**config.mk**
```make
export PLATFORM = sky130hd
export DESIGN_NAME = ffha_ctrl
export DESIGN_NICKNAME = d
export VERILOG_FILES = /design/src/hdl/ffha_pkg.sv /design/src/hdl/ffha_ctrl.sv
export SDC_FILE = /design/constraint.sdc
export NUM_CORES = 1
export LEC_CHECK = 0
export BUFFER_PORTS_ARGS = -buffer_cell sky130_fd_sc_hd__buf_2
export CAP_MARGIN = 20
export CORE_MARGIN = 2
export CORE_UTILIZATION = 47
export DETAILED_ROUTE_END_ITERATION = 10
export PLACE_DENSITY = 0.83
export SETUP_SLACK_MARGIN = 0.4
export SYNTH_ARGS = -nofsm -noshare
export SYNTH_HDL_FRONTEND = slang
export SYNTH_SLANG_ARGS = --single-unit
```
**constraint.sdc**
```tcl
create_clock -name clk -period 1.79 [get_ports clk]
set_input_delay 0.358 -clock clk [delete_from_list [all_inputs] [get_ports clk]]
set_output_delay 0.358 -clock clk [all_outputs]
set_load 0.05 [all_outputs]
```
**src/hdl/ffha_pkg.sv**
```systemverilog
// Shared constants, codes and types of the first-fit heap allocator.
package ffha_pkg;

	localparam int unsigned HEAP_BYTES   = 1048576;
	localparam int unsigned HEADER_BYTES = 16;
	localparam int unsigned MAX_BLOCKS   = 256;
	localparam int unsigned GUARD_BYTES  = 4;
	localparam logic [31:0] BASE_RESET   = 32'h0100_0000;

	localparam int unsigned OFF_W = $clog2(HEAP_BYTES);
	localparam int unsigned IDX_W = $clog2(MAX_BLOCKS);
	localparam int unsigned CNT_W = $clog2(MAX_BLOCKS + 1);

	localparam logic CMD_ALLOC = 1'b0;
	localparam logic CMD_FREE  = 1'b1;

	typedef enum logic [2:0] {
		ST_OK       = 3'd0,
		ST_NOFIT    = 3'd1,
		ST_BADSIZE  = 3'd2,
		ST_NULL     = 3'd3,
		ST_RANGE    = 3'd4,
		ST_NOTBLOCK = 3'd5,
		ST_DOUBLE   = 3'd6
	} status_e;

	typedef struct packed {
		logic        command;
		logic [31:0] request_size;
		logic [31:0] address;
	} req_t;

	typedef struct packed {
		logic [31:0] data_address;
		logic [2:0]  status;
	} res_t;

	typedef struct packed {
		logic [OFF_W-1:0] off;
		logic [OFF_W-1:0] size;
		logic             free;
	} entry_t;

	typedef struct packed {
		logic    load;
		logic    rd;
		logic    idx_inc;
		logic    cap;
		logic    sh_init;
		logic    sh_rd;
		logic    sh_wr;
		logic    wr_rem;
		logic    wr_use;
		logic    wr_free;
		logic    emit;
		status_e emit_status;
	} cmd_t;

	typedef struct packed {
		logic    is_free;
		status_e pre;
		logic    hit;
		logic    last;
		logic    split;
		logic    efree;
		logic    sh_done;
	} stat_t;

endpackage

```
**src/hdl/ffha_ctrl.sv**
```systemverilog
// Sequencer of the allocator: list walk, table shift and result issue.
module ffha_ctrl (
	input  logic            clk,
	input  logic            arst_n,
	input  logic            start,
	output logic            busy,
	input  ffha_pkg::stat_t st,
	output ffha_pkg::cmd_t  cmd
);

	typedef enum logic [8:0] {
		S_IDLE  = 9'b000000001,
		S_PRE   = 9'b000000010,
		S_RD    = 9'b000000100,
		S_CHK   = 9'b000001000,
		S_SHCHK = 9'b000010000,
		S_SHWR  = 9'b000100000,
		S_WREM  = 9'b001000000,
		S_WUSE  = 9'b010000000,
		S_WFREE = 9'b100000000
	} state_t;

	state_t state_q, state_d;

	assign busy = (state_q != S_IDLE);

	always_comb begin
		state_d = state_q;
		cmd = '0;
		cmd.emit_status = ffha_pkg::ST_OK;
		case (state_q)
			S_IDLE: begin
				if (start) begin
					cmd.load = 1'b1;
					state_d = S_PRE;
				end
			end
			S_PRE: begin
				if (st.pre != ffha_pkg::ST_OK) begin
					cmd.emit = 1'b1;
					cmd.emit_status = st.pre;
					state_d = S_IDLE;
				end else begin
					cmd.rd = 1'b1;
					state_d = S_CHK;
				end
			end
			S_RD: begin
				cmd.rd = 1'b1;
				state_d = S_CHK;
			end
			S_CHK: begin
				if (st.hit) begin
					cmd.cap = 1'b1;
					if (st.is_free) begin
						if (st.efree) begin
							cmd.emit = 1'b1;
							cmd.emit_status = ffha_pkg::ST_DOUBLE;
							state_d = S_IDLE;
						end else begin
							state_d = S_WFREE;
						end
					end else if (st.split) begin
						cmd.sh_init = 1'b1;
						state_d = S_SHCHK;
					end else begin
						state_d = S_WUSE;
					end
				end else if (st.last) begin
					cmd.emit = 1'b1;
					cmd.emit_status = st.is_free ? ffha_pkg::ST_NOTBLOCK : ffha_pkg::ST_NOFIT;
					state_d = S_IDLE;
				end else begin
					cmd.idx_inc = 1'b1;
					state_d = S_RD;
				end
			end
			S_SHCHK: begin
				if (st.sh_done) begin
					state_d = S_WREM;
				end else begin
					cmd.sh_rd = 1'b1;
					state_d = S_SHWR;
				end
			end
			S_SHWR: begin
				cmd.sh_wr = 1'b1;
				state_d = S_SHCHK;
			end
			S_WREM: begin
				cmd.wr_rem = 1'b1;
				state_d = S_WUSE;
			end
			S_WUSE: begin
				cmd.wr_use = 1'b1;
				cmd.emit = 1'b1;
				state_d = S_IDLE;
			end
			S_WFREE: begin
				cmd.wr_free = 1'b1;
				cmd.emit = 1'b1;
				state_d = S_IDLE;
			end
			default: begin
				state_d = S_IDLE;
			end
		endcase
	end

	always_ff @(posedge clk or negedge arst_n) begin
		if (!arst_n) begin
			state_q <= S_IDLE;
		end else begin
			state_q <= state_d;
		end
	end

endmodule

```
==> metrics.txt, run 1 <==
H-tree levels=1; synth warn=0; PortBufs=26; worst-case clock buffer depth=2; RePlAce Congestion=0.7815; root buf cell=clkbuf_4; Core Rows=14; Post-CTS Resized=47; Syn Inst Count=78; post-synthesis cell area=732.0 um^2; post-synthesis cell type count=39; Yosys reg bits=9; syn_nets=90; clock sink count=9; Fail Step=clock tree synthesis; Ports=27; status=stopped before the end; Final HPWL DP=1881 um; Starting Density=49.16%; Seq/Total Area, Yosys=30.94%; hold buffers post-CTS=1; chip height=43.47 um; CTS buffer count=3; Post-Syn Area per Cell=9.384 um^2; post-place instance area=0.001221 mm^2; Run Error=[ERROR DPL-0033] detailed placement checks failed during check placement.; Die W=43.47 um; placed instance count=144; total setup buffers inserted after CTS=4
-- cell usage after synthesis --
cell / number / area share (%)
dfrtp_1: 8 / 27
nand2_1: 7 / 3.6
nor3_1: 7 / 4.8
nor2_1: 5 / 2.6
nand3_1: 4 / 2.7
nor3b_1: 4 / 4.1
nor4_1: 4 / 3.4
and3_1: 2 / 1.7
inv_1: 2 / 1.0
mux2i_1: 2 / 2.7
nor2b_1: 2 / 1.7
nor4b_2: 2 / 4.1
or2_1: 2 / 1.7
xor2_1: 2 / 2.4
a211oi_1: 1 / 1.0
a21boi_0: 1 / 1.0
a21oi_1: 1 / 0.68
a22o_1: 1 / 1.2
a2bb2o_1: 1 / 1.4
and3_2: 1 / 1.0
and3_4: 1 / 1.5
and3b_1: 1 / 1.2
buf_4: 1 / 1.0
buf_6: 1 / 1.5
dfstp_2: 1 / 3.6
nand2b_1: 1 / 0.86
nand4_2: 1 / 1.7
nand4bb_1: 1 / 1.5
nand4bb_2: 1 / 2.2
nor2_2: 1 / 0.86
nor2_4: 1 / 1.5
nor3_4: 1 / 2.2
nor3b_2: 1 / 1.7
nor4b_1: 1 / 1.2
nor4b_4: 1 / 3.2
o211ai_1: 1 / 1.0
o21ai_0: 1 / 0.68
o22ai_1: 1 / 0.86
xnor2_1: 1 / 1.2
-- cell families after synthesis --
kind of cell              synth area share, %
muxes                                   2.735
and+or+nand+nor                         51.28
xor gates and xnor gates                3.590
buffers and inverters                   3.590
AOI/OAI and AO/OA                       7.864
DFF                                     30.94
-- per-stage QoR --
step	util (%)	hold slack, ns	worst slack (ns)
2_1_floorplan	-	0.06241	-0.2369
3_3_place_gp	82.02	0.2161	-0.05669
3_5_place_dp	82.02	0.2136	-0.1112
==> inputs of run 2 (changes only) <==
- CORE_AREA: default -> 2 2 63 65
- CORE_MARGIN: 2 -> default
- CORE_UTILIZATION: 47 -> default
- DIE_AREA: default -> 0 0 65 67
- PLACE_DENSITY: 0.83 -> default
- PLACE_DENSITY_LB_ADDON: default -> 0.15
- SETUP_SLACK_MARGIN: 0.4 -> default
==> run 2 against run 1 <==
The flow now finishes, with violations (setup timing). Synthesized cell count is the same. Area after synthesis did not move.
==> metrics.txt, run 2 <==
first-pass GRT wire length=3608 um; syn_nets=90 (unchanged); drt first pass iters=4; drt via density=4.411; Final Non-Filler Cells=190; Final Max Tran Viols=0; crit path kind=register to output port; final antenna diode count=0; CTS buffer count=3 (unchanged); Slew headroom=76.72%; worst-path maximum fanout=5; status=finished, violations left; fmax=0.4897 GHz; Starting Density=20.30% (-29 points); most frequent cells in the layout=31 x buf_4, 15 x buf_6, 11 x buf_2; Final HPWL DP=1863 um (-0.95%); met1 Track Usage GR=14.23%; WL/cell=11.92 um; H-tree levels=1 (unchanged); Yosys reg bits=9 (unchanged); worst-case clock buffer depth=2 (unchanged); Die ar.=0.004355 mm^2; largest register by flop count=state_q; top cells by area, synth=dfrtp_1 27%, nor3_1 4.8%, nor3b_1 4.1%; min Tclk post-route=2.042 ns; # setup viols final=15; P_leak=0.6606 nW; Post-DRT Antenna Nets=0; maximum number of pins on one net before global-route repair=10; placed instance count=176 (+22%); Reg clk slew, reported paths=0.04 ns; final worst slack=-0.2519 ns; RePlAce Congestion=0.7132 (-8.7%); count leader, synth=dfrtp_1; layout cells sized above 1=66.90%; via count=838; Ports=27 (unchanged); pwr dens=815.5 mW/mm^2; Peak VDD IR=0.0003932 V; post-synthesis cell area=732.0 um^2 (unchanged); gr busiest metal=met2; endpoints failing hold=0; startpoint types=register; synth warn=0 (unchanged); initial antenna violation count=0; Max-Cap Viols=0; Final nets=155; GR Util met3=1.351%; Slew @ Worst Pin=0.3444 ns; Seq/Total Area, Yosys=30.94% (unchanged); core region area=0.003606 mm^2; Hold WS=0.3239 ns; chip height=67 um (+54%); final setup TNS=-2.507 ns; Die W=65 um (+50%); Post-Syn Area per Cell=9.384 um^2 (unchanged); Routed WL=2264 um; clock sink count=9 (unchanged); Post-synth top flop=dfrtp_1; met2 usage in global routing=18.69%; Syn Inst Count=78 (unchanged); commonest non-fill, non-tap cell in the layout=buf_4; area share of the leading cell type in the synthesized netlist=27.35% (unchanged); Clock Latency Late Sink=0.23 ns; vias in the first global route=822; GRT overflow=0; First DRT Iteration DRCs=12; biggest regs=state_q: 9 flops; EDFF count, synth=0 (unchanged); synthesis-to-layout area growth=108.5%; Final Cycle Share=114.1%; root buf cell=clkbuf_8; Worst EP required=1.43 ns; CP arrival=1.68 ns; Largest register FFs=9; ys async rst share=100.0% (unchanged); post-synthesis cell type count=39 (unchanged); PortBufs=26 (unchanged); Worst Clk Skew=0.001095 ns; Hold/Removal Path Class=primary input to register; Commonest cells post-synth=8 x dfrtp_1, 7 x nand2_1, 7 x nor3_1; Core Rows=22 (+8); failing checks=setup timing; CP Capture Type=output port; Yosys top cell by area=dfrtp_1; setup repair after global routing missed its margin=true; DR DRC count=0; GRT Total Usage=10.88%; CTS tree=done
run 2: cells by family after synthesis:
logic type	share of synthesized area, %
buffers and inverters	3.590
AOI/OAI and AO/OA	7.864
and+or+nand+nor	51.28
muxes	2.735
xor gates and xnor gates	3.590
DFF	30.94
run 2: path summary, 6_finish.rpt:
check	end	cells after the start	slack, ns	start
max	cmd[0]	5	-0.25	state_q[5]$_DFFE_PN0P_
min	state_q[8]$_DFFE_PN0P_	2	0.32	st[1]
max reg2reg	state_q[7]$_DFFE_PN0P_	6	0.32	state_q[5]$_DFFE_PN0P_
min reg2reg	state_q[3]$_DFFE_PN0P_	2	0.66	state_q[3]$_DFFE_PN0P_
max in group asynchronous	state_q[0]$_DFFE_PN1P_	2	1.04	arst_n
min in group asynchronous	state_q[5]$_DFFE_PN0P_	2	0.51	arst_n
run 2: where the power goes:
group	switching, mW	leakage [nW]	internal (mW)
sequential	0.0277	0.116	0.233
clock	0.0741	0.0228	0.155
combinational	0.398	0.522	0.358
total	0.500	0.661	0.745
run 2: layer usage:
metal,part of all wire (%),wire length [um],vias to the layer above
met2,50,1121,24
met4,0.62,14,0
li1,-,-,421
met5,0,0,-
met1,45,1026,391
met3,4.5,101,2
run 2: through the flow:
step / utilization [%] / setup slack [ns] / instance area (um^2) / total power [mW]
after floorplan: - / -0.2369 / 865.8 / 0.7144
after global placement: 34.07 / -0.08986 / 1229 / 0.8801
after detailed placement: 34.07 / -0.1049 / 1229 / 0.8814
after CTS: 40.39 / -0.2639 / 1456 / 1.231
after global routing: 42.33 / -0.3249 / 1526 / 1.324
final: 42.33 / -0.2519 / 1526 / 1.245
run 2: timing repair:
action,in CTS,in global routing
hold buffers,1,0
gates resized for setup,39,10
buffers inserted,5,4
endpoints found under the hold margin,8,0
pin swaps,14,5
setup endpoints to repair,15,15
cloned,0,0
run 2: final cells by class:
cell class	instances	area [um^2]
tap	48	60.06
clock buffer	4	45.04
inverter	2	10.01
timing repair buffer	62	526.8
sequential	9	230.2
multi-input combinational	65	654.4
fill	383	2079
run 2: critical path, stage by stage (launching register included):
cell      delay [ns]
dfrtp_2         0.41
nor3_4          0.33
and3_4          0.25
and3b_2         0.21
a2bb2o_4        0.13
buf_8           0.13
Power figures use the tool's default switching activity.
==> inputs of run 3 (changes only) <==
- MAX_ROUTING_LAYER: default -> met4
==> run 3 against run 2 <==
The flow still finishes with violations (setup timing). Cell count did not move. Sequential power about the same. Non-clock buffer count stayed put. Die area stayed put. Global-route usage grew 0.29 points. Core utilization unchanged. Clock power barely moved. Flip-flop and latch count unchanged. Wire length grew 0.13%. Combinational power about the same. Largest power group unchanged.
==> metrics.txt, run 3 (synthesis results as in run 2) <==
placed instance count=176 (unchanged); P_leak=0.6606 nW (unchanged); GRT overflow=0 (unchanged); fmax=0.4897 GHz (unchanged); worst-case clock buffer depth=2 (unchanged); Final Cycle Share=114.1% (about the same); RePlAce Congestion=0.7214 (+1.1%); CP Capture Type=output port; Clock Latency Late Sink=0.23 ns (about the same); status=finished, violations left; commonest non-fill, non-tap cell in the layout=buf_4; Post-DRT Antenna Nets=0 (unchanged); Seq pwr share=20.9% (about the same); clock power share=18.4% (about the same); Slew headroom=76.72% (unchanged); Die ar.=0.004355 mm^2 (unchanged); drt first pass iters=4 (unchanged); final setup TNS=-2.513 ns (-0.005470 ns); PortBufs=26 (unchanged); first-pass GRT wire length=3608 um (unchanged); design area=0.001526 mm^2 (unchanged); Die W=65 um (unchanged); Slew @ Worst Pin=0.3444 ns (unchanged); drt via density=4.416 (+0.12%); Hold Path Stages=2 (unchanged); maximum number of pins on one net before global-route repair=10 (unchanged); most frequent cells in the layout=31 x buf_4, 15 x buf_6, 11 x buf_2; largest register by flop count=state_q; core region area=0.003606 mm^2 (unchanged); CTS tree=done; Largest register FFs=9 (unchanged); Final Non-Filler Cells=190 (unchanged); chip height=67 um (unchanged); setup repair after global routing missed its margin=true; min Tclk post-route=2.042 ns (-0.000001000 ns); pwr dens=815.6 mW/mm^2 (about the same); Final nets=155 (unchanged); Setup Slack @ Placement=-0.1049 ns (unchanged); WL/cell=11.93 um (+0.13%); endpoints failing hold=0 (unchanged); Reg clk slew, reported paths=0.04 ns (about the same); post-place instance area=0.001229 mm^2 (unchanged); H-tree levels=1 (unchanged); crit path kind=register to output port; failing checks=setup timing; final antenna diode count=0 (unchanged); clock sink count=9 (unchanged); initial antenna violation count=0 (unchanged); Max-Cap Viols=0 (unchanged); Worst EP required=1.43 ns (about the same); layout cells sized above 1=66.90% (unchanged); Internal=745.3 uW (about the same); biggest regs=state_q: 9 flops; reg2reg path depth=6 (unchanged); DR DRC count=0 (unchanged); Final HPWL DP=1863 um (unchanged); Ports=27 (unchanged); CTS buffer count=3 (unchanged); First DRT Iteration DRCs=12 (unchanged); combinational share of power=60.7% (about the same); startpoint types=register; root buf cell=clkbuf_8; GRT Total Usage=11.17% (+0.29 points); Worst Clk Skew=0.001007 ns (-0.00008762 ns); Core Rows=22 (unchanged); vias in the first global route=818 (-0.49%); Final Max Tran Viols=0 (unchanged); Net Sw Power=499.7 uW (about the same); sw frac=40.13% (about the same); # setup viols final=15 (unchanged); CP arrival=1.68 ns (about the same); synthesis-to-layout area growth=108.5% (unchanged); Starting Density=20.30% (unchanged); via count=839 (+0.12%); Routed WL=2267 um (+0.13%); worst-path maximum fanout=5 (unchanged); final worst slack=-0.2519 ns (+0.000001000 ns); Hold/Removal Path Class=primary input to register; Peak VDD IR=0.0003932 V (about the same)
## run 3: cell counts in the layout (fill, tap and decap cells not counted)
No cell type changed its count.
## run 3: path summary, 6_finish.rpt
| path | to | start | slack, ns |
|---|---|---|---|
| worst min-delay path | state_q[8]$_DFFE_PN0P_ | st[1] | 0.32 |
| max in group asynchronous | state_q[0]$_DFFE_PN1P_ | arst_n | 1.04 |
| worst max-delay path | cmd[0] | state_q[5]$_DFFE_PN0P_ | -0.25 |
| worst min register to register | state_q[3]$_DFFE_PN0P_ | state_q[3]$_DFFE_PN0P_ | 0.66 |
| worst max register to register | state_q[7]$_DFFE_PN0P_ | state_q[5]$_DFFE_PN0P_ | 0.32 |
| min in group asynchronous | state_q[5]$_DFFE_PN0P_ | arst_n | 0.51 |
## run 3: timing repair
item                                   CTS  global route
setup endpoints to repair               15            15
endpoints found under the hold margin    8             0
hold buffers                             1             0
pin swaps                               14             5
setup buffers                            5             4
resized for setup                       39            10
## run 3: final cells by class
cell class	instances	area (um^2)
clock buffers	4	45.04
fillers	383	2079
inverters	2	10.01
multi-input cells	65	654.4
flip-flops and latches	9	230.2
well taps	48	60.06
repair buffers	62	526.8
## run 3: worst max-delay path, cell delays in order (launching register included)
cell and delay (ns):
dfrtp_2 0.41, nor3_4 0.33, and3_4 0.25, and3b_2 0.21, a2bb2o_4 0.13, buf_8 0.13
## run 3: per-stage QoR
step | hold WS, ns | total power, mW | utilization [%]
after CTS | 0.3268 | 1.231 | 40.39
after global routing | 0.3344 | 1.324 | 42.33
after floorplan | 0.06241 | 0.7144 | -
after global placement | 0.2255 | 0.8801 | 34.07
final | 0.3238 | 1.245 | 42.33
after detailed placement | 0.2252 | 0.8814 | 34.07
## run 3: power by group through the flow
stage	Combinational, mW	Sequential (mW)	Clock [mW]
after floorplan	0.457	0.258	0
after global placement	0.616	0.264	0
after detailed placement	0.617	0.264	0
after CTS	0.730	0.261	0.239
after global routing	0.810	0.263	0.251
final	0.755	0.261	0.229
## run 3: layer usage
layer	up-vias	global-route usage [%]	part of all wire (%)	routed length [um]
met5	-	-	0	0
met4	0	3.191	0.62	14
met3	2	1.182	4.1	94
met2	24	18.69	49	1120
met1	392	14.33	46	1037
li1	421	-	-	-
==> inputs of run 4 (changes only) <==
- clock period: 1.79 -> 1.8 ns (I/O delays scaled with it)
==> run 4 against run 3 <==
Die area is the same. Non-clock buffer count is 4 higher. Sequential share of layout area shrank 0.34 points. Sequential power about the same. Register-to-register slack worse by 0.07 ns. Largest power group unchanged. Worst setup slack improved by 0.0098 ns. The flow still finishes with violations (setup timing). Core utilization up 1.2 points. Global-route usage grew 1.7 points. Wire length up 6.8%.
==> metrics.txt, run 4 (synthesis results as in run 2) <==
status=finished, violations left; failing checks=setup timing; PortBufs=26 (unchanged); First DRT Iteration DRCs=23 (+11); H-tree levels=1 (unchanged); Final Max Tran Viols=0 (unchanged); layout cells sized above 1=69.86% (+3.0 points); P_leak=0.6792 nW (+2.8%); Final Cycle Share=113.5%; RePlAce Congestion=0.7301 (+1.2%); HP Start=st[1]; final worst slack=-0.2422 ns (+0.009758 ns); Slew @ Worst Pin=0.3773 ns (+0.03285 ns); via count=847 (+0.95%); endpoints failing hold=0 (unchanged); reg2reg path depth=7 (+1); Starting Density=20.30% (unchanged); Hold/Removal Path Class=primary input to register; fmax=0.4897 GHz; initial antenna violation count=0 (unchanged); Critical-path top delay cell=dfrtp_2; Hold Path Stages=2 (unchanged); first-pass GRT wire length=4160 um (+15%); worst-case clock buffer depth=2 (unchanged); worst-path maximum fanout=5 (unchanged); reg2reg end=state_q[7]$_DFFE_PN0P_; GRT overflow=0 (unchanged); drt first pass iters=3 (-1); largest register by flop count=state_q; Worst EP required=1.44 ns (about the same); commonest non-fill, non-tap cell in the layout=buf_4; Die ar.=0.004355 mm^2 (unchanged); maximum number of pins on one net before global-route repair=10 (unchanged); Final HPWL DP=1974 um (+6.0%); DR DRC count=0 (unchanged); startpoint types=register; Worst Clk Skew=0.0008164 ns (-0.0001909 ns); WL/cell=12.48 um (+4.6%); CTS buffer count=3 (unchanged); Top delay family on crit path=simple AND/OR/NAND/NOR gates; Final nets=159 (+2.6%); setup repair after global routing missed its margin=true; worst reg2reg startpoint=state_q[5]$_DFFE_PN0P_; CP Capture Type=output port; Hold Path Sink=state_q[8]$_DFFE_PN0P_; CP cell instances=nor3_4, and3_4, and3b_2, a2bb2o_4, buf_8; GRT Total Usage=12.84% (+1.7 points); most frequent cells in the layout=36 x buf_4, 14 x buf_6, 11 x buf_2; Routed WL=2422 um (+6.8%); CTS tree=done; worst path bufs/invs=1 (unchanged); min Tclk post-route=2.042 ns; vias in the first global route=901 (+10%); Peak VDD IR=0.0002963 V (-25%); pwr dens=804.3 mW/mm^2 (-1.4%); Largest register FFs=9 (unchanged); final setup TNS=-2.472 ns (+0.04025 ns); biggest regs=state_q: 9 flops; Slew headroom=74.50% (-2.2 points); synthesis-to-layout area growth=114.5%; Ports=27 (unchanged); Clock Latency Late Sink=0.23 ns (about the same); chip height=67 um (unchanged); root buf cell=clkbuf_8; crit path kind=register to output port; Post-DRT Antenna Nets=0 (unchanged); Die W=65 um (unchanged); Core Rows=22 (unchanged); placed instance count=176 (unchanged); Reg clk slew, reported paths=0.04 ns (about the same); Final Util=43.55% (+1.2 points); Max-Cap Viols=0 (unchanged); CP arrival=1.68 ns (about the same); final antenna diode count=0 (unchanged); clock sink count=9 (unchanged); Levels on crit path=5 (unchanged); Fill cells=377 (-1.6%); Final Non-Filler Cells=194 (+2.1%); # setup viols final=15 (unchanged); core region area=0.003606 mm^2 (unchanged); drt via density=4.366 (-1.1%); CP max stage delay=0.41 ns (about the same); R2R setup slack=0.25 ns (-0.07 ns)
-- run 4: cell types whose count changed in the layout (fill, tap and decap cells not counted), sizes merged --
cell  previous run  this run
buf             61        65
-- run 4: timing repair --
item	4_1_cts	5_1_grt
pin swaps	10	10
setup endpoints to repair	15	15
hold buffers	1	0
resized for setup	47	6
setup buffers	8	5
hold endpoints to repair	8	0
cloned	0	0
-- run 4: layout make-up --
type                    instances  area, um^2  share of cell area (%)
flip-flops and latches          9       231.5                   14.74
multi-input cells              65       670.6                   42.71
inverters                       2       10.01                  0.6374
repair buffers                 66       553.0                   35.22
well taps                      48       60.06                   3.825
clock buffers                   4       45.04                   2.869
-- run 4: through the flow --
stage | cell area [um^2] | setup WS, ns | hold slack (ns) | total power [mW]
after floorplan | 865.8 | -0.2289 | 0.06441 | 0.7104
after global routing | 1570 | -0.2857 | 0.3397 | 1.340
after detailed placement | 1229 | -0.1740 | 0.2361 | 0.8825
after CTS | 1508 | -0.2392 | 0.3341 | 1.255
final | 1570 | -0.2422 | 0.3347 | 1.263
after global placement | 1229 | -0.09620 | 0.2323 | 0.8762
-- run 4: layer usage --
layer	vias to the layer above	wire (um)	GRT usage, %	part of all wire [%]
li1	427	-	-	-
met4	0	22	4.787	0.91
met1	393	1020	15.69	42
met3	4	101	1.858	4.2
met5	-	0	-	0
met2	23	1278	21.52	53
-- run 4: worst register-to-register path: stages (launching register included) --
cell     delay (ns)
dfrtp_2        0.41
nor3_4         0.31
buf_6          0.17
nand4_4        0.10
buf_6          0.15
buf_4          0.12
nor3_1         0.10
or2_1          0.13
-- run 4: how the worst max path moves through the flow --
stage,startpoint,endpoint,slack [ns]
6_report,state_q[5]$_DFFE_PN0P_,cmd[0],-0.24
5_1_grt,state_q[5]$_DFFE_PN0P_,cmd[3],-0.29
4_1_cts,state_q[6]$_DFFE_PN0P_,cmd[0],-0.24
3_5_place_dp,st[6],cmd[12],-0.17
3_3_place_gp,state_q[5]$_DFFE_PN0P_,cmd[0],-0.1
2_1_floorplan,state_q[5]$_DFFE_PN0P_,cmd[3],-0.23
-- run 4: power breakdown --
part | total (mW) | switching, mW | leakage [nW] | internal (mW)
sequential | 0.263 | 0.0300 | 0.115 | 0.233
combinational | 0.769 | 0.405 | 0.542 | 0.364
clock | 0.231 | 0.0767 | 0.0228 | 0.154
